**config.mk**
```make
export PLATFORM = sky130hd
export DESIGN_NAME = round_robin_handle_allocator_top
export DESIGN_NICKNAME = d
export VERILOG_FILES = /design/src/design/rrha_pkg.sv /design/src/design/round_robin_handle_allocator_top.sv /design/src/design/rrha_ctrl.sv /design/src/design/rrha_datapath.sv
export SDC_FILE = /design/constraint.sdc
export NUM_CORES = 2
export LEC_CHECK = 0
export BUFFER_PORTS_ARGS = -buffer_cell sky130_fd_sc_hd__clkbuf_2
export CAP_MARGIN = 15
export CELL_PAD_IN_SITES_DETAIL_PLACEMENT = 0
export CELL_PAD_IN_SITES_GLOBAL_PLACEMENT = 1
export CORE_MARGIN = 2
export CORE_UTILIZATION = 40
export DETAILED_ROUTE_END_ITERATION = 8
export PLACE_DENSITY_LB_ADDON = 0.05
export REMOVE_ABC_BUFFERS = 1
export SETUP_SLACK_MARGIN = 0.05
export SYNTH_ARGS = -nofsm -noshare
export SYNTH_HDL_FRONTEND = slang
export SYNTH_SLANG_ARGS = --single-unit
```
**constraint.sdc**
```tcl
create_clock -name aclk -period 6.75 [get_ports aclk]
set_input_delay 0.3375 -clock aclk [delete_from_list [all_inputs] [get_ports aclk]]
set_output_delay 0.3375 -clock aclk [all_outputs]
set_load 0.02 [all_outputs]
```
**src/design/rrha_pkg.sv**
```systemverilog
package rrha_pkg;

    localparam int HW   = 8;
    localparam int IDW  = 32;
    localparam int AW   = 48;
    localparam int KW   = 2;
    localparam int CW   = 3;
    localparam int SW   = 2;
    localparam int CAPW = 5;

    localparam logic [CAPW-1:0] CAP_RESET = 5'd16;

    localparam logic [CW-1:0] CMD_INSERT       = 3'd0;
    localparam logic [CW-1:0] CMD_ERASE        = 3'd1;
    localparam logic [CW-1:0] CMD_HANDLE_OF_ID = 3'd2;
    localparam logic [CW-1:0] CMD_ADDR_OF_ID   = 3'd3;
    localparam logic [CW-1:0] CMD_ID_OF_HANDLE = 3'd4;

    localparam logic [SW-1:0] ST_OK        = 2'd0;
    localparam logic [SW-1:0] ST_FULL      = 2'd1;
    localparam logic [SW-1:0] ST_NOT_FOUND = 2'd2;

    typedef struct packed {
        logic [CW-1:0]  command;
        logic [AW-1:0]  device_address;
        logic [KW-1:0]  address_kind;
        logic [IDW-1:0] query_id;
        logic [HW-1:0]  query_handle;
    } in_item_t;

    typedef struct packed {
        logic [SW-1:0]  status;
        logic [IDW-1:0] result_id;
        logic [HW-1:0]  result_handle;
        logic [AW-1:0]  result_address;
        logic [KW-1:0]  result_address_kind;
    } out_item_t;

    typedef struct packed {
        logic          capture;
        logic          ptr_inc;
        logic          div_step;
        logic          cand_next;
        logic          publish;
        logic [SW-1:0] res_status;
    } ctl_cmd_t;

    typedef struct packed {
        logic [CW-1:0] in_cmd;
        logic          in_handle_ok;
        logic          full;
        logic          div_need;
        logic          div_last;
        logic          cand_free;
        logic          hit;
        logic          scan_last;
        logic          out_busy;
    } ctl_stat_t;

endpackage

```
**src/design/round_robin_handle_allocator_top.sv**
```systemverilog
// channel  direction  handshake              payload
// s_       in         s_valid / s_ready      s_data    (in_item_t)
// m_       out        m_valid / m_ready      m_data    (out_item_t)
// cfg_     in         cfg_valid / cfg_ready  cfg_data  (capacity, 5 bits)
//
// id lookups and erase: scan the slot memories, one slot memory read per cycle
// id of handle reads only the named slot; full, bad handle or unknown command go straight to the result
// insert: probes handles one at a time (at most capacity + 1), after a bit-serial
//   remainder when capacity is below the last handle given
// reset sets slot flags, counters and capacity (16) at once, no clearing pass
// a stalled result holds the controller in its final state; one item waits in m_data
module round_robin_handle_allocator_top
    import rrha_pkg::*;
#(
    parameter int SLOTS = 16
) (
    input  logic            aclk,
    input  logic            aresetn,
    input  logic            cfg_valid,
    output logic            cfg_ready,
    input  logic [CAPW-1:0] cfg_data,
    input  logic            s_valid,
    output logic            s_ready,
    input  in_item_t        s_data,
    output logic            m_valid,
    input  logic            m_ready,
    output out_item_t       m_data
);

    ctl_cmd_t  cmd;
    ctl_stat_t stat;

    assign cfg_ready = 1'b1;

    rrha_ctrl u_ctrl (
        .aclk    (aclk),
        .aresetn (aresetn),
        .s_valid (s_valid),
        .s_ready (s_ready),
        .stat    (stat),
        .cmd     (cmd)
    );

    rrha_datapath #(
        .SLOTS (SLOTS)
    ) u_datapath (
        .aclk      (aclk),
        .aresetn   (aresetn),
        .cfg_valid (cfg_valid),
        .cfg_data  (cfg_data),
        .s_data    (s_data),
        .m_valid   (m_valid),
        .m_ready   (m_ready),
        .m_data    (m_data),
        .cmd       (cmd),
        .stat      (stat)
    );

endmodule

```
**src/design/rrha_ctrl.sv**
```systemverilog
module rrha_ctrl
    import rrha_pkg::*;
(
    input  logic      aclk,
    input  logic      aresetn,
    input  logic      s_valid,
    output logic      s_ready,
    input  ctl_stat_t stat,
    output ctl_cmd_t  cmd
);

    typedef enum logic [5:0] {
        S_IDLE  = 6'b000001,
        S_PRIME = 6'b000010,
        S_SCAN  = 6'b000100,
        S_DIV   = 6'b001000,
        S_SRCH  = 6'b010000,
        S_FIN   = 6'b100000
    } state_t;

    state_t        state_reg, state_next;
    logic [SW-1:0] status_reg, status_next;

    assign s_ready = (state_reg == S_IDLE);

    always_comb begin
        state_next     = state_reg;
        status_next    = status_reg;
        cmd            = '0;
        cmd.res_status = status_reg;
        unique case (state_reg)
            S_IDLE: begin
                if (s_valid) begin
                    cmd.capture = 1'b1;
                    unique case (stat.in_cmd) inside
                        CMD_INSERT: begin
                            if (stat.full) begin
                                status_next = ST_FULL;
                                state_next  = S_FIN;
                            end else if (stat.div_need) begin
                                state_next = S_DIV;
                            end else begin
                                state_next = S_SRCH;
                            end
                        end
                        CMD_ERASE, CMD_HANDLE_OF_ID, CMD_ADDR_OF_ID: begin
                            state_next = S_PRIME;
                        end
                        CMD_ID_OF_HANDLE: begin
                            if (stat.in_handle_ok) begin
                                state_next = S_PRIME;
                            end else begin
                                status_next = ST_NOT_FOUND;
                                state_next  = S_FIN;
                            end
                        end
                        default: begin
                            status_next = ST_NOT_FOUND;
                            state_next  = S_FIN;
                        end
                    endcase
                end
            end
            S_PRIME: begin
                // first read of the slot memories
                cmd.ptr_inc = 1'b1;
                state_next  = S_SCAN;
            end
            S_SCAN: begin
                if (stat.hit) begin
                    status_next = ST_OK;
                    state_next  = S_FIN;
                end else if (stat.scan_last) begin
                    status_next = ST_NOT_FOUND;
                    state_next  = S_FIN;
                end else begin
                    cmd.ptr_inc = 1'b1;
                end
            end
            S_DIV: begin
                cmd.div_step = 1'b1;
                if (stat.div_last) begin
                    state_next = S_SRCH;
                end
            end
            S_SRCH: begin
                if (stat.cand_free) begin
                    status_next = ST_OK;
                    state_next  = S_FIN;
                end else begin
                    cmd.cand_next = 1'b1;
                end
            end
            S_FIN: begin
                if (!stat.out_busy) begin
                    cmd.publish = 1'b1;
                    state_next  = S_IDLE;
                end
            end
            default: begin
                state_next = S_IDLE;
            end
        endcase
    end

    always_ff @(posedge aclk) begin
        if (!aresetn) begin
            state_reg  <= S_IDLE;
            status_reg <= ST_OK;
        end else begin
            state_reg  <= state_next;
            status_reg <= status_next;
        end
    end

endmodule

```
**src/design/rrha_datapath.sv**
```systemverilog
module rrha_datapath
    import rrha_pkg::*;
#(
    parameter int SLOTS = 16
) (
    input  logic            aclk,
    input  logic            aresetn,
    input  logic            cfg_valid,
    input  logic [CAPW-1:0] cfg_data,
    input  in_item_t        s_data,
    output logic            m_valid,
    input  logic            m_ready,
    output out_item_t       m_data,
    input  ctl_cmd_t        cmd,
    output ctl_stat_t       stat
);

    localparam int IDXW = (SLOTS > 1) ? $clog2(SLOTS) : 1;
    localparam int LCW  = $clog2(SLOTS + 1);
    localparam int DCW  = $clog2(HW);
    localparam logic [HW-1:0]   SLOTS_H  = HW'(SLOTS);
    localparam logic [IDXW-1:0] LAST_IDX = IDXW'(SLOTS - 1);
    localparam logic [DCW-1:0]  DIV_LAST = DCW'(HW - 1);

    logic [CAPW-1:0]   capacity_reg;
    in_item_t          item_reg;
    logic [SLOTS-1:0]  slot_used_reg;
    logic [IDW-1:0]    slot_id_reg   [SLOTS];
    logic [KW+AW-1:0]  slot_addr_reg [SLOTS];
    logic [HW-1:0]     last_reg;
    logic [IDW-1:0]    counter_reg;
    logic [LCW-1:0]    live_reg;
    logic [IDXW-1:0]   ptr_reg;
    logic [IDXW-1:0]   q_idx_reg;
    logic              q_used_reg;
    logic [IDW-1:0]    q_id_reg;
    logic [KW+AW-1:0]  q_addr_reg;
    logic [HW-1:0]     hand_reg;
    logic [HW-1:0]     rem_reg, rem_next;
    logic [HW-1:0]     dvd_reg;
    logic [DCW-1:0]    div_cnt_reg;
    logic              m_valid_reg;
    out_item_t         m_data_reg, m_data_next;

    logic [HW-1:0]     eff_cap;
    logic [HW-1:0]     divisor;
    logic [HW-1:0]     shifted;
    logic [IDXW-1:0]   hand_idx;
    logic              do_insert;
    logic              do_erase;

    assign eff_cap  = (HW'(capacity_reg) > SLOTS_H) ? SLOTS_H : HW'(capacity_reg);
    assign divisor  = eff_cap + HW'(1);
    assign hand_idx = IDXW'(hand_reg - HW'(1));

    // one quotient bit per cycle, remainder stays below the divisor
    assign shifted  = {rem_reg[HW-2:0], dvd_reg[HW-1]};
    assign rem_next = (shifted >= divisor) ? (shifted - divisor) : shifted;

    assign do_insert = cmd.publish && (cmd.res_status == ST_OK)
                       && (item_reg.command == CMD_INSERT);
    assign do_erase  = cmd.publish && (cmd.res_status == ST_OK)
                       && (item_reg.command == CMD_ERASE);

    always_comb begin
        stat              = '0;
        stat.in_cmd       = s_data.command;
        stat.in_handle_ok = (s_data.query_handle != '0) && (s_data.query_handle <= SLOTS_H);
        stat.full         = (HW'(live_reg) >= eff_cap);
        // last handle above the capacity needs a true remainder
        stat.div_need     = (last_reg > eff_cap);
        stat.div_last     = (div_cnt_reg == DIV_LAST);
        stat.cand_free    = (hand_reg != '0) && !slot_used_reg[hand_idx];
        stat.hit          = q_used_reg && ((item_reg.command == CMD_ID_OF_HANDLE)
                                           || (q_id_reg == item_reg.query_id));
        stat.scan_last    = (item_reg.command == CMD_ID_OF_HANDLE) || (q_idx_reg == LAST_IDX);
        stat.out_busy     = m_valid_reg && !m_ready;
    end

    always_comb begin
        m_data_next        = '0;
        m_data_next.status = cmd.res_status;
        if (cmd.res_status == ST_OK) begin
            case (item_reg.command)
                CMD_INSERT: begin
                    m_data_next.result_id     = counter_reg;
                    m_data_next.result_handle = hand_reg;
                end
                CMD_HANDLE_OF_ID: begin
                    m_data_next.result_handle = HW'(q_idx_reg) + HW'(1);
                end
                CMD_ADDR_OF_ID: begin
                    m_data_next.result_address      = q_addr_reg[AW-1:0];
                    m_data_next.result_address_kind = q_addr_reg[KW+AW-1:AW];
                end
                CMD_ID_OF_HANDLE: begin
                    m_data_next.result_id = q_id_reg;
                end
                default: begin
                end
            endcase
        end
    end

    // control state
    always_ff @(posedge aclk) begin
        if (!aresetn) begin
            capacity_reg  <= CAP_RESET;
            slot_used_reg <= '0;
            last_reg      <= '0;
            counter_reg   <= IDW'(1);
            live_reg      <= '0;
            m_valid_reg   <= 1'b0;
        end else begin
            if (cfg_valid) begin
                capacity_reg <= cfg_data;
            end
            if (do_insert) begin
                slot_used_reg[hand_idx] <= 1'b1;
                last_reg                <= hand_reg;
                counter_reg             <= counter_reg + IDW'(1);
                live_reg                <= live_reg + LCW'(1);
            end
            if (do_erase) begin
                slot_used_reg[q_idx_reg] <= 1'b0;
                live_reg                 <= live_reg - LCW'(1);
            end
            if (cmd.publish) begin
                m_valid_reg <= 1'b1;
            end else if (m_ready) begin
                m_valid_reg <= 1'b0;
            end
        end
    end

    // working registers
    always_ff @(posedge aclk) begin
        if (cmd.capture) begin
            item_reg    <= s_data;
            ptr_reg     <= (s_data.command == CMD_ID_OF_HANDLE)
                           ? IDXW'(s_data.query_handle - HW'(1)) : '0;
            hand_reg    <= (last_reg == eff_cap) ? '0 : last_reg + HW'(1);
            dvd_reg     <= last_reg + HW'(1);
            rem_reg     <= '0;
            div_cnt_reg <= '0;
        end else begin
            if (cmd.ptr_inc && (ptr_reg != LAST_IDX)) begin
                ptr_reg <= ptr_reg + IDXW'(1);
            end
            if (cmd.div_step) begin
                rem_reg     <= rem_next;
                dvd_reg     <= {dvd_reg[HW-2:0], 1'b0};
                div_cnt_reg <= div_cnt_reg + DCW'(1);
                if (div_cnt_reg == DIV_LAST) begin
                    hand_reg <= rem_next;
                end
            end
            if (cmd.cand_next) begin
                hand_reg <= (hand_reg == eff_cap) ? '0 : hand_reg + HW'(1);
            end
        end
        if (cmd.publish) begin
            m_data_reg <= m_data_next;
        end
    end

    // slot memories, registered read at the scan pointer
    always_ff @(posedge aclk) begin
        if (do_insert) begin
            slot_id_reg[hand_idx]   <= counter_reg;
            slot_addr_reg[hand_idx] <= {item_reg.address_kind, item_reg.device_address};
        end
        if (cmd.ptr_inc) begin
            q_id_reg   <= slot_id_reg[ptr_reg];
            q_addr_reg <= slot_addr_reg[ptr_reg];
            q_used_reg <= slot_used_reg[ptr_reg];
            q_idx_reg  <= ptr_reg;
        end
    end

    assign m_valid = m_valid_reg;
    assign m_data  = m_data_reg;

    a_live_count : assert property (@(posedge aclk) disable iff (!aresetn)
        $countones(slot_used_reg) == 32'(live_reg))
        else $error("live count out of step with slot flags");

    a_publish_free : assert property (@(posedge aclk) disable iff (!aresetn)
        cmd.publish |-> !stat.out_busy)
        else $error("result overwrote a waiting item");

    a_insert_free : assert property (@(posedge aclk) disable iff (!aresetn)
        do_insert |-> (hand_reg != '0) && (hand_reg <= eff_cap) && !slot_used_reg[hand_idx])
        else $error("insert into a used or out of range slot");

    a_div_range : assert property (@(posedge aclk) disable iff (!aresetn)
        (cmd.div_step && stat.div_last) |=> (hand_reg <= eff_cap))
        else $error("wrapped handle above capacity");

endmodule

```
==> flow_metrics.tcl <==
set metrics [dict create \
    power.density_nw_per_um2 323 \
    synth_edf_count 1596 \
    period_share 0.641 \
    grt_antenna_before_repair 15 \
    min_period_ns 4.32 \
    ioPinCount 198 \
    end_kind "flop" \
    worstReg2RegStart "u_datapath.q_id_reg[16]" \
    groute.usage.overall 0.205 \
    peakVddDrop_v 0.000261 \
    startpoint "u_datapath.q_id_reg[16]" \
    worst_hold_slack_ns 0.0629 \
    max_cap_violations 0 \
    dpl.hpwl_mm 95.2 \
    largest_register_ffs 800 \
    cts_buffers 179 \
    crit_required_ns 7.16 \
    dieArea_sq_um 164000 \
    skew_ns 0.0347 \
    clk_latency_ns 0.82 \
    ys_ff_latch 1681 \
    yosys_warnings 0 \
    synthTopCellsByArea "edfxtp_1, mux4_2, dfxtp_1" \
    grt_pass1_vias 32900 \
    drc 0 \
    utilization 0.471 \
    ys_types 65 \
    io_buffers 196 \
    routedWlPerCell_um 29.1 \
    syn_to_final_growth_pct 17.2 \
    viasPerCell 5.47 \
    layout_common_cells "edfxtp_1, mux4_2, clkbuf_2" \
    worst_r2r_path_depth 9 \
    cts_tree "built" \
    critPathKind "flop to flop" \
    core_sq_um 160000 \
    path_clk_slew_ns 0.06 \
    cts.sinks 1681 \
    ant_nets 0 \
    netlist_area_sq_um 64400 \
    worstPathMaxFanout 54 \
    synthFlopType "edfxtp_1" \
    avgSynthCellArea_sq_um 21.5 \
    grt_max_degree 137 \
    timing.fmax_mhz 231 \
    relSlewSlack 0.221 \
    p_leak_nw 24.2 \
    hold_depth 4 \
    cts_max_level 4 \
    first_pass_iters 6 \
    routed_wl_mm 167 \
    grt_first_pass_wirelength_mm 238 \
    status "complete, no violations" \
    setup_violations 0 \
    fp.dieW_um 405 \
    final_max_slew_viol_count 0 \
    drive_gt1_frac 0.274 \
    place_congestion 0.768 \
    min-delay-start "s_data[1]" \
    grt_overflow 0 \
    holdCritPathClass "input pin to flop" \
    initial_core_util 0.402 \
    fill_cells 13300 \
    postSynthCellCount 3001 \
    yosysTopAreaCellShare 0.744 \
    rsz0062_at_grt "no" \
    rows 147 \
    clock-root-buffer "clkbuf_16" \
    ys_async_sr_fraction 0 \
    via_count 31300 \
    startpoint_type "flop" \
    yosysTopAreaCell "edfxtp_1" \
    critPathArrivalTime_ns 4.74 \
    nNetsFinal 3551 \
    worst_pin_slew_ns 1.16 \
    drtIter0Drc 2800 \
    die_h_um 405 \
    seq_area_frac_synth 0.770 \
    final_common_cell "edfxtp_1" \
    cts_buffer_depth 3 \
    final_hold_viol_count 0 \
]
area by class of cell:
class / count / area [sq um] / area share
Timing Repair Buffer: 369 / 2830 / 0.0374
Inverter: 39 / 156 / 0.00207
Sequential cell: 1681 / 49600 / 0.657
Clock inverter: 121 / 1320 / 0.0175
Clock buffer: 213 / 4630 / 0.0613
Multi-Input combinational cell: 1141 / 14200 / 0.188
Antenna cell: 1 / 2.50 / 0.0000331
Tap cell: 2160 / 2700 / 0.0358
per-stage QoR:
stage                     setup TNS, ns  cell area (sq um)  setup WS [ns]  power [mW]  cells
after floorplan                -1078.66              63900          -7.78        14.5   2861
after global placement                0              68400           2.36        14.7   5284
after detailed placement              0              68500           2.30        14.7   5287
after CTS                             0              75500           2.28        24.7   5723
after global routing                  0              75500           2.22        25.2   5724
final                                 0              75500           2.43        24.4   5725
where the power goes:
group	internal (mW)	switching, mW
clock	5.72	4.19
sequential	11.6	0.243
combinational	1.23	1.35
total	18.6	5.78
worst max-delay path, cell delays in order (launching register included):
cell and delay [ns]:
edfxtp_1 0.41, xor2_1 0.16, nor4_1 0.82, buf_4 0.23
nand4_1 0.12, nor2_1 0.44, a21oi_1 0.22, nor2_1 0.44
inv_4 0.38, buf_4 0.57
cells by family after synthesis:
kind of cell | Yosys count | share of synthesized area
xor gates and xnor gates | 87 | 0.0118
muxes | 433 | 0.149
and+or+nand+nor | 397 | 0.0321
DFF | 1681 | 0.770
buffers and inverters | 180 | 0.0108
other | 1 | 0.0000582
adders and majority gates | 37 | 0.00742
AOI/OAI and AO/OA | 185 | 0.0187
per-layer routing:
metal | wire (um) | up-vias | global-route usage
li1 | - | 13200 | -
met1 | 74900 | 17000 | 0.293
met2 | 79000 | 895 | 0.323
met3 | 9270 | 209 | 0.0388
met4 | 3450 | 2 | 0.0516
met5 | 7 | - | 0
worst paths after layout:
| path | end | slack, ns |
|---|---|---|
| worst max register to register | u_datapath.q_id_reg[31] | 2.43 |
| worst min register to register | u_datapath.div_cnt_reg[2] | 0.46 |
| worst max-delay path | u_datapath.q_id_reg[31] | 2.43 |
| worst min-delay path | u_datapath.ptr_reg[1] | 0.06 |
cell usage after synthesis, types with 26 or more instances:
library cell,number
a21oi_1,38
a22oi_1,34
and2_1,56
buf_1,42
clkbuf_1,85
dfxtp_1,85
edfxtp_1,1596
ha_1,35
inv_1,38
mux4_2,419
nand2_1,67
nand3_1,35
nor2_1,131
o21ai_0,50
xnor2_1,26
xor2_1,61
what timing repair did:
| item | CTS | global route |
|---|---|---|
| endpoints found under the setup margin | 0 | 0 |
| resized for setup | 0 | 0 |
| buffers inserted | 0 | 0 |
| hold endpoints to repair | 98 | 0 |
| hold buffers | 102 | 0 |
Power figures use the tool's default switching activity.
